### src/design/vdr_pkg.sv
// Shared types and constants of the vertex welding block.
// No dependencies; the interfaces, the distance pipeline and the top module use it.
`default_nettype none

package vdr_pkg;

   // Width of the weld threshold register
   localparam int EPS_W = 52;

   // Operation carried by a request
   typedef enum logic {
      CMD_ADD,
      CMD_LOOKUP
   } command_type;

   // Outcome reported with every response
   typedef enum logic [1:0] {
      STATUS_OK,
      STATUS_FULL,
      STATUS_UNLOADED
   } status_type;

endpackage

`default_nettype wire

### src/design/vdr_dist.sv
// Three-stage squared-distance pipeline: axis differences, squares, sum and threshold compare.
// Depends on vdr_pkg for the threshold width.
`default_nettype none

module vdr_dist #(
   parameter int COORD_BITS = 24,
   parameter int IDX_W      = 10
) (
   input  logic                      clock,
   input  logic                      reset,
   input  logic                      flush,
   input  logic                      in_vld,
   input  logic [IDX_W-1:0]          in_tag,
   input  logic                      in_last,
   input  logic [3*COORD_BITS-1:0]   ref_pt,
   input  logic [3*COORD_BITS-1:0]   mem_pt,
   input  logic [vdr_pkg::EPS_W-1:0] eps,
   output logic                      out_vld,
   output logic                      out_hit,
   output logic [IDX_W-1:0]          out_tag,
   output logic                      out_last
);
   import vdr_pkg::*;

   localparam int DIFF_W = COORD_BITS + 1;
   localparam int SQ_W   = 2 * DIFF_W;
   localparam int SUM_W  = SQ_W + 2;
   localparam int CMP_W  = (SUM_W > EPS_W) ? SUM_W : EPS_W;

   logic signed [DIFF_W-1:0] diff_in [3];
   logic signed [DIFF_W-1:0] diff_ff [3];
   logic signed [SQ_W-1:0]   prod    [3];
   logic [SQ_W-1:0]          sq_ff   [3];
   logic [CMP_W-1:0]         sum;

   logic             vld_a_ff, vld_b_ff, vld_c_ff;
   logic [IDX_W-1:0] tag_a_ff, tag_b_ff, tag_c_ff;
   logic             last_a_ff, last_b_ff, last_c_ff;
   logic             hit_ff;

   // Per-axis differences, exact at one extra bit
   always_comb begin
      for (int i = 0; i < 3; i++) begin
         diff_in[i] = $signed({ref_pt[i*COORD_BITS + COORD_BITS - 1],
                               ref_pt[i*COORD_BITS +: COORD_BITS]})
                    - $signed({mem_pt[i*COORD_BITS + COORD_BITS - 1],
                               mem_pt[i*COORD_BITS +: COORD_BITS]});
         prod[i]    = diff_ff[i] * diff_ff[i];
      end
   end

   // Sum of squares; the compare width holds the largest sum, so no saturation is needed
   assign sum = CMP_W'(sq_ff[0]) + CMP_W'(sq_ff[1]) + CMP_W'(sq_ff[2]);

   // Advance the payload through the stages
   always_ff @(posedge clock) begin
      for (int i = 0; i < 3; i++) begin
         diff_ff[i] <= diff_in[i];
         sq_ff[i]   <= SQ_W'($unsigned(prod[i]));
      end
      tag_a_ff  <= in_tag;
      last_a_ff <= in_last;
      tag_b_ff  <= tag_a_ff;
      last_b_ff <= last_a_ff;
      tag_c_ff  <= tag_b_ff;
      last_c_ff <= last_b_ff;
      hit_ff    <= (sum < CMP_W'(eps));
   end

   // Stage valids; drop everything in flight on flush
   always_ff @(posedge clock) begin
      if (reset || flush) begin
         vld_a_ff <= 1'b0;
         vld_b_ff <= 1'b0;
         vld_c_ff <= 1'b0;
      end else begin
         vld_a_ff <= in_vld;
         vld_b_ff <= vld_a_ff;
         vld_c_ff <= vld_b_ff;
      end
   end

   assign out_vld  = vld_c_ff;
   assign out_hit  = hit_ff;
   assign out_tag  = tag_c_ff;
   assign out_last = last_c_ff;

endmodule

`default_nettype wire

### config.mk
export PLATFORM = sky130hd
export DESIGN_NAME = vdr_dist
export DESIGN_NICKNAME = d
export VERILOG_FILES = /design/src/design/vdr_pkg.sv /design/src/design/vdr_dist.sv
export SDC_FILE = /design/constraint.sdc
export NUM_CORES = 2
export LEC_CHECK = 0
export ABC_CLOCK_PERIOD_IN_PS = 15100
export BUFFER_PORTS_ARGS = -buffer_cell sky130_fd_sc_hd__buf_4
export CORE_ASPECT_RATIO = 0.9
export CORE_MARGIN = 10
export CORE_UTILIZATION = 38
export CTS_CLUSTER_DIAMETER = 50
export DETAILED_ROUTE_END_ITERATION = 16
export PLACE_DENSITY_LB_ADDON = 0.2
export SYNTH_ARGS = -nofsm -noshare
export SYNTH_HDL_FRONTEND = slang
export SYNTH_SLANG_ARGS = --single-unit
### constraint.sdc
create_clock -name clock -period 15.1 [get_ports clock]
set_input_delay 2.265 -clock clock [delete_from_list [all_inputs] [get_ports clock]]
set_output_delay 2.265 -clock clock [all_outputs]
set_load 0.005 [all_outputs]
==> metrics.md <==
| Metric | Value |
|---|---|
| Yosys cell types | `89` |
| Hpwl dp | `163,000 um` |
| FF-to-FF Start | `diff_ff[0][34]$_DFF_P_` |
| CTS sink cnt | `259` |
| Inserted Clock Buffers | `50` |
| WP data required | `15,640 ps` |
| Post-Syn Instances | `7,920` |
| Via count | `51,200` |
| Port Buf Inserts | `223` |
| CP max FO | `23` |
| Antenna violations before repair | `3` |
| Min-delay src | `tag_b_ff[8]$_DFF_P_` |
| Commonest cells post-synth | `inv_1 (2,297), fa_1 (1,874), nand2_1 (644)` |
| Critical Path AT | `8950 ps` |
| Global-route wire length before repair | `318,000 um` |
| Top cell type's share of synthesized area | `49.7%` |
| Leading area contributor after synthesis | `fa_1` |
| Slew Limit Fails | `0` |
| Crit path launch type | `flip-flop` |
| Number of global-route vias before repair | `58,100` |
| Grt ovf | `0` |
| #FFs+latches synth | `259` |
| Worst Max-Slew Pin Slew | `1180 ps` |
| # IOs | `224` |
| Most numerous cell in the Yosys netlist | `inv_1` |
| FMAX | `119 MHz` |
| CTS resizes | `0` |
| Hold Path End | `out_tag[8]$_DFF_P_` |
| Top cells by area in the synthesized netlist | `fa_1 (50%), inv_1 (11%), ha_1 (10%)` |
| # DRC | `0` |
| Top delay family on crit path | `adder cells` |
| Post-synthesis sequential area ratio | `6.87%` |
| Area Overhead vs Synth | `8.82%` |
| Worst hold margin | `325 ps` |
| Most frequent CP cell | `fa_1` |
| Worst min path class | `flip-flop to flip-flop` |
| Async S/R FF share, synth | `0%` |
| DR vias/cell | `4.75` |
| Status | `finished clean` |
| Worst Reg-to-Reg Cells | `24` |
| N_diodes | `0` |
| Endpoints failing hold | `0` |
| Iter 0 DRT Violations | `2,411` |
| H-tree Lvls | `2` |
| ANT nets after route | `0` |
| Syn_area_per_cell | `9.53 um^2` |
| Setup TNS Final | `0 ps` |
| Effective utilization at floorplan | `38.1%` |
| CTS tree | `done` |
| Slowest CP cell | `dfxtp_1` |
| Detailed Routing Iterations Pass 1 | `5` |
| Worst Path Class, Setup | `flip-flop to flip-flop` |
| Crit path cell chain | `inv_1 -> fa_1 -> inv_1 -> fa_1 -> inv_1 -> fa_1 -> fa_1 -> inv_1 -> fa_1 -> fa_1 -> inv_1 -> fa_1 -> inv_1 -> ha_1 -> a21o_1 -> a31oi_1 -> o21ai_0 -> a31o_2 -> a31oi_2 -> o31ai_1 -> a31oi_1 -> nor4b_1 -> o41ai_1 -> xnor2_1` |
| Fin crit share | `55.7%` |
| All-layer global routing usage | `18.4%` |
| CTS max path bufs | `3` |
| Reg2Reg Setup Slack | `6690 ps` |
| Synth Warn # | `0` |
| Core area | `198,000 um^2` |
| Total Wirelength | `192,000 um` |
| Die ar. | `217,000 um^2` |
| Site Rows | `155` |
| Clock slew seen by the registers of the worst setup and hold paths | `60 ps` |
| DR WL/cell | `17.9 um` |
| Fraction of layout cells with a size suffix above 1 | `5.45%` |
| Die Span Y | `443 um` |
| Slew Limit Headroom | `21.4%` |
| EDFF count, synth | `0` |
| Max Cap Violations | `0` |
| Worst-Skew Late Latency | `730 ps` |
| Die span in x | `490 um` |
| Reg2reg end | `sq_ff[0][99]$_DFF_P_` |
| Final worst slack | `6690 ps` |
| Skew final | `78.7 ps` |
| Cell Count, Final, Fillers Out | `10,800` |
| Critical path buffers and inverters | `6` |
| Slowest stage delay, CP | `1080 ps` |
| Post-CTS setup buffers | `0` |
| Setup WS pre-CTS | `6730 ps` |
| Synthesized cell area | `75,500 um^2` |
| Gp weighted congestion | `0.864` |
| Post-route minimum period | `8410 ps` |
| RSZ-0062 raised after global routing | `no` |
| # placed instances | `10,700` |
| Final #Nets | `10,800` |
| Ys flop type | `dfxtp_1` |
| Final setup viols | `0` |
| Critical Path End Type | `flip-flop` |
| Hold Buf Count CTS | `0` |
| Largest net degree at the start of global routing | `51` |
| WHS Path Cells | `0` |
| Root buf cell | `clkbuf_16` |
==> cell families (layout without fill, tap and decap cells) <==
family	Yosys count	after routing	share of synthesized area, %
adders and majority gates	2504	2504	60.1
buffers and inverters	2501	2688	12.4
other	2	3	0.00995
xor gates and xnor gates	294	294	3.41
muxes	7	7	0.0978
and+or+nand+nor	1583	1583	10.3
AOI/OAI and AO/OA	770	770	6.78
DFF	259	259	6.87
==> state kept, by name, summed over array words and instances, names as in the netlist <==
signal,flops
out_vld,1
last_b_ff,1
out_last,1
out_hit,1
last_a_ff,1
vld_b_ff,1
diff_ff,75
tag_a_ff,10
sq_ff,147
tag_b_ff,10
out_tag,10
vld_a_ff,1
==> routing by layer <==
layer / vias to the layer above / global-route usage (%) / routed length, um
li1: 23700 / - / -
met1: 26300 / 25.3 / 86000
met2: 1018 / 30.7 / 92200
met3: 205 / 2.50 / 9150
met4: 0 / 4.63 / 5190
met5: - / 0 / 0
==> layout by cell type, fill, tap and decap left out, types with 138 or more instances in the layout <==
cell | synthesis | layout
inv_1 | 2297 | 2297
fa_1 | 1874 | 1874
nand2_1 | 644 | 644
ha_1 | 630 | 630
and2_1 | 363 | 363
buf_4 | 0 | 297
dfxtp_1 | 259 | 259
nor2_1 | 217 | 217
a21oi_1 | 208 | 208
xnor2_1 | 204 | 204
a21o_1 | 154 | 154
o21ai_0 | 138 | 138
==> worst max path at each step <==
stage                                       from                    to  slack (ps)  depth (start not counted)
final                     diff_ff[0][34]$_DFF_P_  sq_ff[0][99]$_DFF_P_        6690                         24
after CTS                 diff_ff[0][34]$_DFF_P_  sq_ff[0][99]$_DFF_P_        6630                         24
after global placement    diff_ff[0][26]$_DFF_P_  sq_ff[0][99]$_DFF_P_        6990                         25
after detailed placement  diff_ff[0][34]$_DFF_P_  sq_ff[0][99]$_DFF_P_        6730                         24
after floorplan           diff_ff[0][49]$_DFF_P_  sq_ff[0][98]$_DFF_P_        7860                         23
after global routing      diff_ff[0][34]$_DFF_P_  sq_ff[0][99]$_DFF_P_        6130                         24
==> per-stage QoR <==
stage	instance area, um^2	utilization (%)
detailed placement	80300	40.6
global placement	80300	40.6
CTS	82100	41.5
finish	82100	41.5
global route	82100	41.5
floorplan	75500	-
==> worst register-to-register path: stages (launching register included) <==
cell     delay, ps
dfxtp_1       1080
inv_1          400
fa_1           630
inv_1           50
fa_1           510
inv_1           60
fa_1           470
fa_1           520
inv_1           60
fa_1           480
fa_1           490
inv_1           50
fa_1           530
inv_1           60
ha_1           360
a21o_1         150
a31oi_1         90
o21ai_0        410
a31o_2         230
a31oi_2         50
o31ai_1        460
a31oi_1        300
nor4b_1        220
o41ai_1        460
xnor2_1        120
==> layout make-up <==
class                      count  area [um^2]
sequential                   259         5180
fill                       19600       116000
clock buffer                  53         1290
clock inverter                41          562
inverter                    2297         8620
tap                         2669         3340
multi-input combinational   5161        60900
timing repair buffer         297         2230
Power is not shown: default switching activity piles up to over one toggle a cycle in this logic, so the estimate is an artifact.
