File: config.mk
export PLATFORM = sky130hd
export DESIGN_NAME = vdr_mem
export DESIGN_NICKNAME = d
export VERILOG_FILES = /design/src/design/vdr_mem.sv
export SDC_FILE = /design/constraint.sdc
export NUM_CORES = 1
export LEC_CHECK = 0
export ABC_CLOCK_PERIOD_IN_PS = 4000
export BUFFER_PORTS_ARGS = -buffer_cell sky130_fd_sc_hd__buf_2
export CORE_MARGIN = 5
export CORE_UTILIZATION = 45
export CTS_CLUSTER_DIAMETER = 100
export DETAILED_ROUTE_END_ITERATION = 10
export GPL_TIMING_DRIVEN = 0
export HOLD_SLACK_MARGIN = 0.03
export PLACE_DENSITY = 0.64
export SYNTH_ARGS = -nofsm -noshare
export SYNTH_HDL_FRONTEND = slang
export SYNTH_SLANG_ARGS = --single-unit
File: constraint.sdc
create_clock -name clock -period 4 [get_ports clock]
set_input_delay 0.2 -clock clock [delete_from_list [all_inputs] [get_ports clock]]
set_output_delay 0.2 -clock clock [all_outputs]
set_load 0.02 [all_outputs]
File: src/design/vdr_mem.sv
// Simple dual-port synchronous RAM: one write port, one read port, registered read data.
// No package dependencies; used for the unique point store and the remap table.
`default_nettype none

module vdr_mem #(
   parameter int WIDTH  = 8,
   parameter int DEPTH  = 16,
   parameter int ADDR_W = 4
) (
   input  logic              clock,
   input  logic              wr_en,
   input  logic [ADDR_W-1:0] wr_addr,
   input  logic [WIDTH-1:0]  wr_data,
   input  logic [ADDR_W-1:0] rd_addr,
   output logic [WIDTH-1:0]  rd_data
);

   logic [WIDTH-1:0] store_ff [DEPTH];
   logic [WIDTH-1:0] rd_data_ff;

   // Write, and registered read
   always_ff @(posedge clock) begin
      if (wr_en) begin
         store_ff[wr_addr] <= wr_data;
      end
      rd_data_ff <= store_ff[rd_addr];
   end

   assign rd_data = rd_data_ff;

endmodule

`default_nettype wire

==> metrics, run 1 <==
Rel. slew slack a little over an eighth; # rows 39; DIE WIDTH 117 µm; clock buffer depth 2; Reg2Reg Depth 3; Final setup viols 0; cell-internal power about 2.7 mW; area of the multi-input gates around 1100 µm²; global-route wire length before repair roughly 15 mm; Critical Path Sink Type flip-flop; status finished clean; top cell type's share of synthesized area roughly three quarters; Total GRT Usage about 16%; Buffers on Ports 24; CTS tree yes; Post-CTS Setup Bufs 0; final core utilization between 50% and 60%; worst ir drop on vdd between 0.2 and 0.25 mV; share of layout cells above drive strength 1 29.5%; Worst setup SP type input port; Comb pwr share between 4 and 5%; drt pass-1 iters 4; H-Tree Level Count 4; dominant cell type by area after synthesis edfxtp_1; Slowest-stage cell, CP nor3_1; Iteration-0 DRC Markers about 180; nets 290; WP data arrival approximately 1900 ps; crit path cell chain buf_2 -> or3b_2 -> nor3_1; Reg2Reg Setup Slack roughly 2600 ps; syn nets between 200 and 250; root buf cell clkbuf_16; Final Cycle Share between 40 and 50%; worst hold endpoint store_ff[15][5]; worst hold-check path type in2reg; Leakage ~2.0 nW; Gate Count Post-Synth between 200 and 250; most common cell in the synthesized netlist edfxtp_1; CTS Buf Count 17; number of global-route vias before repair around 2500; IO Count 26; final RePlAce weighted congestion 0.721; drt drc 0; pwr/cell area around 550 nW/µm²; Peak Freq 0.544 GHz; Max-Cap Viols 0; via count 2373; Sw Share 19.8%; Synth Warn # 0; sequential power share between 40% and 50%; Die ar. about 14000 µm²; WP data required 4020 ps; worst setup path class in2reg; Reg-to-Reg Start store_ff[3][7]; RSZ-0062 raised after global routing false; Worst-Skew Late Latency a little over 400 ps; CP max stage delay 1000 ps; hold depth 1; post-cts hold buffer count 0; ANT cells 0; initial antenna violation count 0; final setup TNS 0 ps; WL final just under 10 mm; FILL cells between 800 and 900; post_cts resized 0; Slew Limit Fails 0; clock sink count around 140; Seq cells post-synth between 100 and 150; Seq/Total Area, Yosys between 70% and 80%; EDFF count, synth roughly 130; Main synth FF type edfxtp_1; Synth cell types 19; clock share of power between 40 and 50%; Hold Path Origin wr_data[5]; HPWL after DPL ~6.0 mm; ANT nets after route 0; Initial Util 45.5%; Die Height between 100 and 150 µm; Reg area roughly 4000 µm²; synth top area cells edfxtp_1 75%, mux4_2 7.9%, mux4_1 7.1%; Core ar. 11300 µm²; area delta synth->final 17.6%; Syn Std Cell Area 5150 µm²; DR vias/cell roughly 5.5; routed len/inst ~23 µm; Reg clk slew, reported paths around 60 ps; Avg Cell Area, Syn 22.5 µm²; sw power approximately 0.66 mW; Max Clock Skew about 6.0 ps; total grt overflow 0; commonest cells in the netlist 128 x edfxtp_1, 18 x mux4_2, 16 x a22oi_1; CP Max Fanout 8; min Tclk post-route roughly 1800 ps; Fin. Hold Viols 0; Slew @ Worst Pin around 1300 ps; reg2reg end rd_data[7]; largest net degree at the start of global routing 17; Async S/R FF share, synth 0%
==> kinds of logic after synthesis <==
kind of cell / synth area share (%)
simple gates: 3.18
buf+inv: 1.68
flops: 77.8
compound gates: 2.33
mux: 15.0
==> power by group through the flow <==
stage          logic [mW]  registers, mW  clock network, mW
5_1_grt             0.175           1.60               1.66
3_5_place_dp        0.163           1.63                  0
3_3_place_gp        0.159           1.63                  0
4_1_cts             0.164           1.60               1.59
2_1_floorplan      0.0809           1.64                  0
6_report            0.161           1.60               1.56
==> state kept, by name, indices dropped and copies added (netlist names) <==
name	cells
store_ff	128
rd_data	8
==> per-stage QoR <==
stage,hold slack [ps],total power [mW],worst slack [ps],instance area [µm²],std cells
floorplan,299,1.72,2310,5150,229
global placement,600,1.79,1720,5450,396
detailed placement,613,1.79,1750,5450,396
CTS,175,3.35,2180,6050,428
global route,182,3.44,2100,6050,428
finish,188,3.32,2160,6050,428
==> placed cells by master (no fill, tap or decap), types with 2 or more instances in the layout <==
master and n:
clkinvlp_4 3, nand2_1 9, a22oi_1 16, bufinv_16 3, mux4_2 18, clkinv_2 4
nor2_1 13, nor3_1 4, nand3b_1 2, clkdlybuf4s25_2 3, buf_2 27, clkinv_4 2
clkbuf_16 17, dfxtp_1 8, mux4_1 14, clkbuf_8 2, nand2b_1 2, edfxtp_1 128
buf_6 3
==> final cells by class <==
class,count,share of cell area (%)
Multi-Input combinational cell,83,17.5
Clock inverter,12,2.48
Tap cell,143,2.96
Timing Repair Buffer,24,1.98
Sequential cell,136,66.1
Clock buffer,20,7.54
Buffer,10,1.43
==> layer usage <==
layer  share of wire (%)  global-route usage [%]
met2                  50                    24.8
met1                  41                    21.4
met4                0.70                    5.50
met5                   0                       0
met3                 7.8                    5.71
==> critical path, delay by kind of cell <==
family | cells | cell delay [ps]
buf+inv | 1 | 110
simple gates | 2 | 1540
==> how the worst max path moves through the flow <==
stage	start	endpoint	slack, ps	depth (start not counted)
3_3_place_gp	wr_addr[2]	store_ff[0][4]	1720	3
2_1_floorplan	wr_addr[2]	store_ff[0][0]	2310	2
4_1_cts	wr_addr[2]	store_ff[0][5]	2180	3
5_1_grt	wr_addr[2]	store_ff[0][0]	2100	3
3_5_place_dp	wr_addr[2]	store_ff[0][4]	1750	3
6_report	wr_addr[2]	store_ff[0][0]	2160	3
Note: power is estimated with default switching activity, not from simulation.
==> run 2: changes to the inputs <==
--- a/config.mk
+++ b/config.mk
@@ -5,7 +5,7 @@
 export SDC_FILE = /design/constraint.sdc
 export NUM_CORES = 1
 export LEC_CHECK = 0
-export ABC_CLOCK_PERIOD_IN_PS = 4000
+export ABC_CLOCK_PERIOD_IN_PS = 1600
 export BUFFER_PORTS_ARGS = -buffer_cell sky130_fd_sc_hd__buf_2
 export CORE_MARGIN = 5
 export CORE_UTILIZATION = 45
@@ -13,7 +13,7 @@
 export DETAILED_ROUTE_END_ITERATION = 10
 export GPL_TIMING_DRIVEN = 0
 export HOLD_SLACK_MARGIN = 0.03
-export PLACE_DENSITY = 0.64
+export PLACE_DENSITY = 0.66
 export SYNTH_ARGS = -nofsm -noshare
 export SYNTH_HDL_FRONTEND = slang
 export SYNTH_SLANG_ARGS = --single-unit
==> constraint.sdc (replaced) <==
create_clock -name clock -period 1.6 [get_ports clock]
set_input_delay 0.08 -clock clock [delete_from_list [all_inputs] [get_ports clock]]
set_output_delay 0.08 -clock clock [all_outputs]
set_load 0.02 [all_outputs]
==> run 2 against run 1 <==
Compared with the run above: routed wire length shrank 1.8%; via count shrank 0.80%; critical endpoint is now rd_data[3]; count of clock-buffer cells in the layout grew 1; first-iteration DRC count grew 34%; final cell count is the same; clock power grew to 2.5 times the previous value; final area is essentially flat; power grew 150%; global-route usage shrank 0.29 points; sequential power grew to 2.5 times the previous value.
==> metrics, run 2 (synthesis gave the netlist of run 1 again) <==
Slew Limit Fails 0; Top Layer Used met4; Total GRT Usage approximately 16%; Critical Path Sink Type flip-flop; CTS Buf Count 17; Slowest-stage cell, CP mux4_1; via count ~2400; Fin. Hold Viols 0; Final setup viols 0; clock sink count ~140; min setup slack post-route roughly 110 ps; WL final 9.60 mm; crit path buf inv count 0; clock buffer depth 2; CTS tree yes; nets 291; final hold slack roughly 70 ps; Rel. slew slack a little under a fifth; post-cts hold buffer count 0; drt pass-1 iters 4; Metal-1 WL approximately 4.1 mm; global-route wire length before repair 14.6 mm; initial antenna violation count 0; status finished clean; area delta synth->final 17.6%; Max Clock Skew 6.14 ps; Core ar. approximately 11000 µm²; Die Height approximately 120 µm; Max-Cap Viols 0; drt drc 0; Post-CTS Setup Bufs 0; Peak Freq about 0.67 GHz; H-Tree Level Count 4; Total Power approximately 8.3 mW; largest net degree at the start of global routing 17; Leakage roughly 2.0 nW; largest reg by FF count store_ff; Crit path max-delay family multiplexers; ANT nets after route 0; IO Count 26; DR vias/cell 5.50; min Tclk post-route 1490 ps; pwr/cell area about 1400 nW/µm²; RSZ-0062 raised after global routing false; final RePlAce weighted congestion 0.821; Die ar. 13700 µm²; WP data arrival 1770 ps; placed insts around 400; most frequent cells in the layout 128 x edfxtp_1, 27 x buf_2, 18 x mux4_2; met3 wire length approximately 730 µm; Iteration-0 DRC Markers roughly 240; ANT cells 0; Worst setup SP type flip-flop; CP max stage delay around 530 ps; number of flip-flops under the largest register name between 100 and 150; DIE WIDTH approximately 120 µm; Buffers on Ports 24; routed len/inst 22.4 µm; root buf cell clkbuf_16; crit path cell chain mux4_1 -> a22oi_1 -> nand2_1; worst hold-check path type in2reg; # rows 39; share of layout cells above drive strength 1 approximately 28%; CP Max Fanout 1; Final Cycle Share about 93%; Worst-Skew Late Latency 410 ps; Place WS -523 ps; Reg clk slew, reported paths 60 ps; commonest non-fill, non-tap cell in the layout edfxtp_1; routed wl met2 4.60 mm; worst ir drop on vdd between 1 and 1.5 mV; total grt overflow 0; worst setup path class reg2reg; non-filler cells, final ~430; HPWL after DPL between 6 and 7 mm; Initial Util between 40% and 50%; WP data required roughly 1900 ps; Slew @ Worst Pin approximately 1200 ps; number of global-route vias before repair ~2400; final setup TNS 0 ps
run 2: changes by cell type in the layout (fill, tap and decap cells not counted):
cell / before / now
bufinv_16: 3 / 4
clkbuf_1: 1 / 4
clkbuf_4: 0 / 1
clkbuf_8: 2 / 0
clkinv_1: 0 / 2
clkinv_2: 4 / 2
clkinv_4: 2 / 0
clkinvlp_4: 3 / 2
nor3_1: 4 / 3
nor3_2: 0 / 1
run 2: power by group:
part           switching, mW  leakage (nW)  internal (mW)
Combinational          0.246         0.521          0.159
Sequential            0.0182          1.22           3.99
Clock                   1.32         0.282           2.58
run 2: metal layers:
metal	vias to the layer above	global-route usage (%)
li1	1063	-
met2	74	23.9
met1	1204	21.8
met4	0	5.05
met5	-	0
met3	13	5.45
run 2: metrics by stage:
step	util [%]	cell area, µm²
final	53.5	6050
after CTS	53.4	6040
after floorplan	-	5150
after global routing	53.5	6050
after global placement	48.1	5450
after detailed placement	48.1	5450
run 2: repair_timing:
action / 4_1_cts / 5_1_grt
setup endpoints to repair: 8 / 0
hold endpoints to repair: 0 / 0
resized for setup: 1 / 0
run 2: layout make-up:
class | instances | area, µm²
fillers | 876 | 5270
flip-flops and latches | 136 | 4000
multi-input cells | 83 | 1060
clock buffers | 21 | 440
well taps | 143 | 179
clock inverters | 10 | 153
repair buffers | 25 | 128
plain buffers | 10 | 86.3
run 2: worst paths after layout:
path | start | end | slack (ps) | depth (start not counted)
max | store_ff[1][3] | rd_data[3] | 110 | 3
min | wr_data[6] | store_ff[1][6] | 70 | 1
max reg2reg | store_ff[1][3] | rd_data[3] | 110 | 3
min reg2reg | store_ff[10][7] | rd_data[7] | 690 | 3
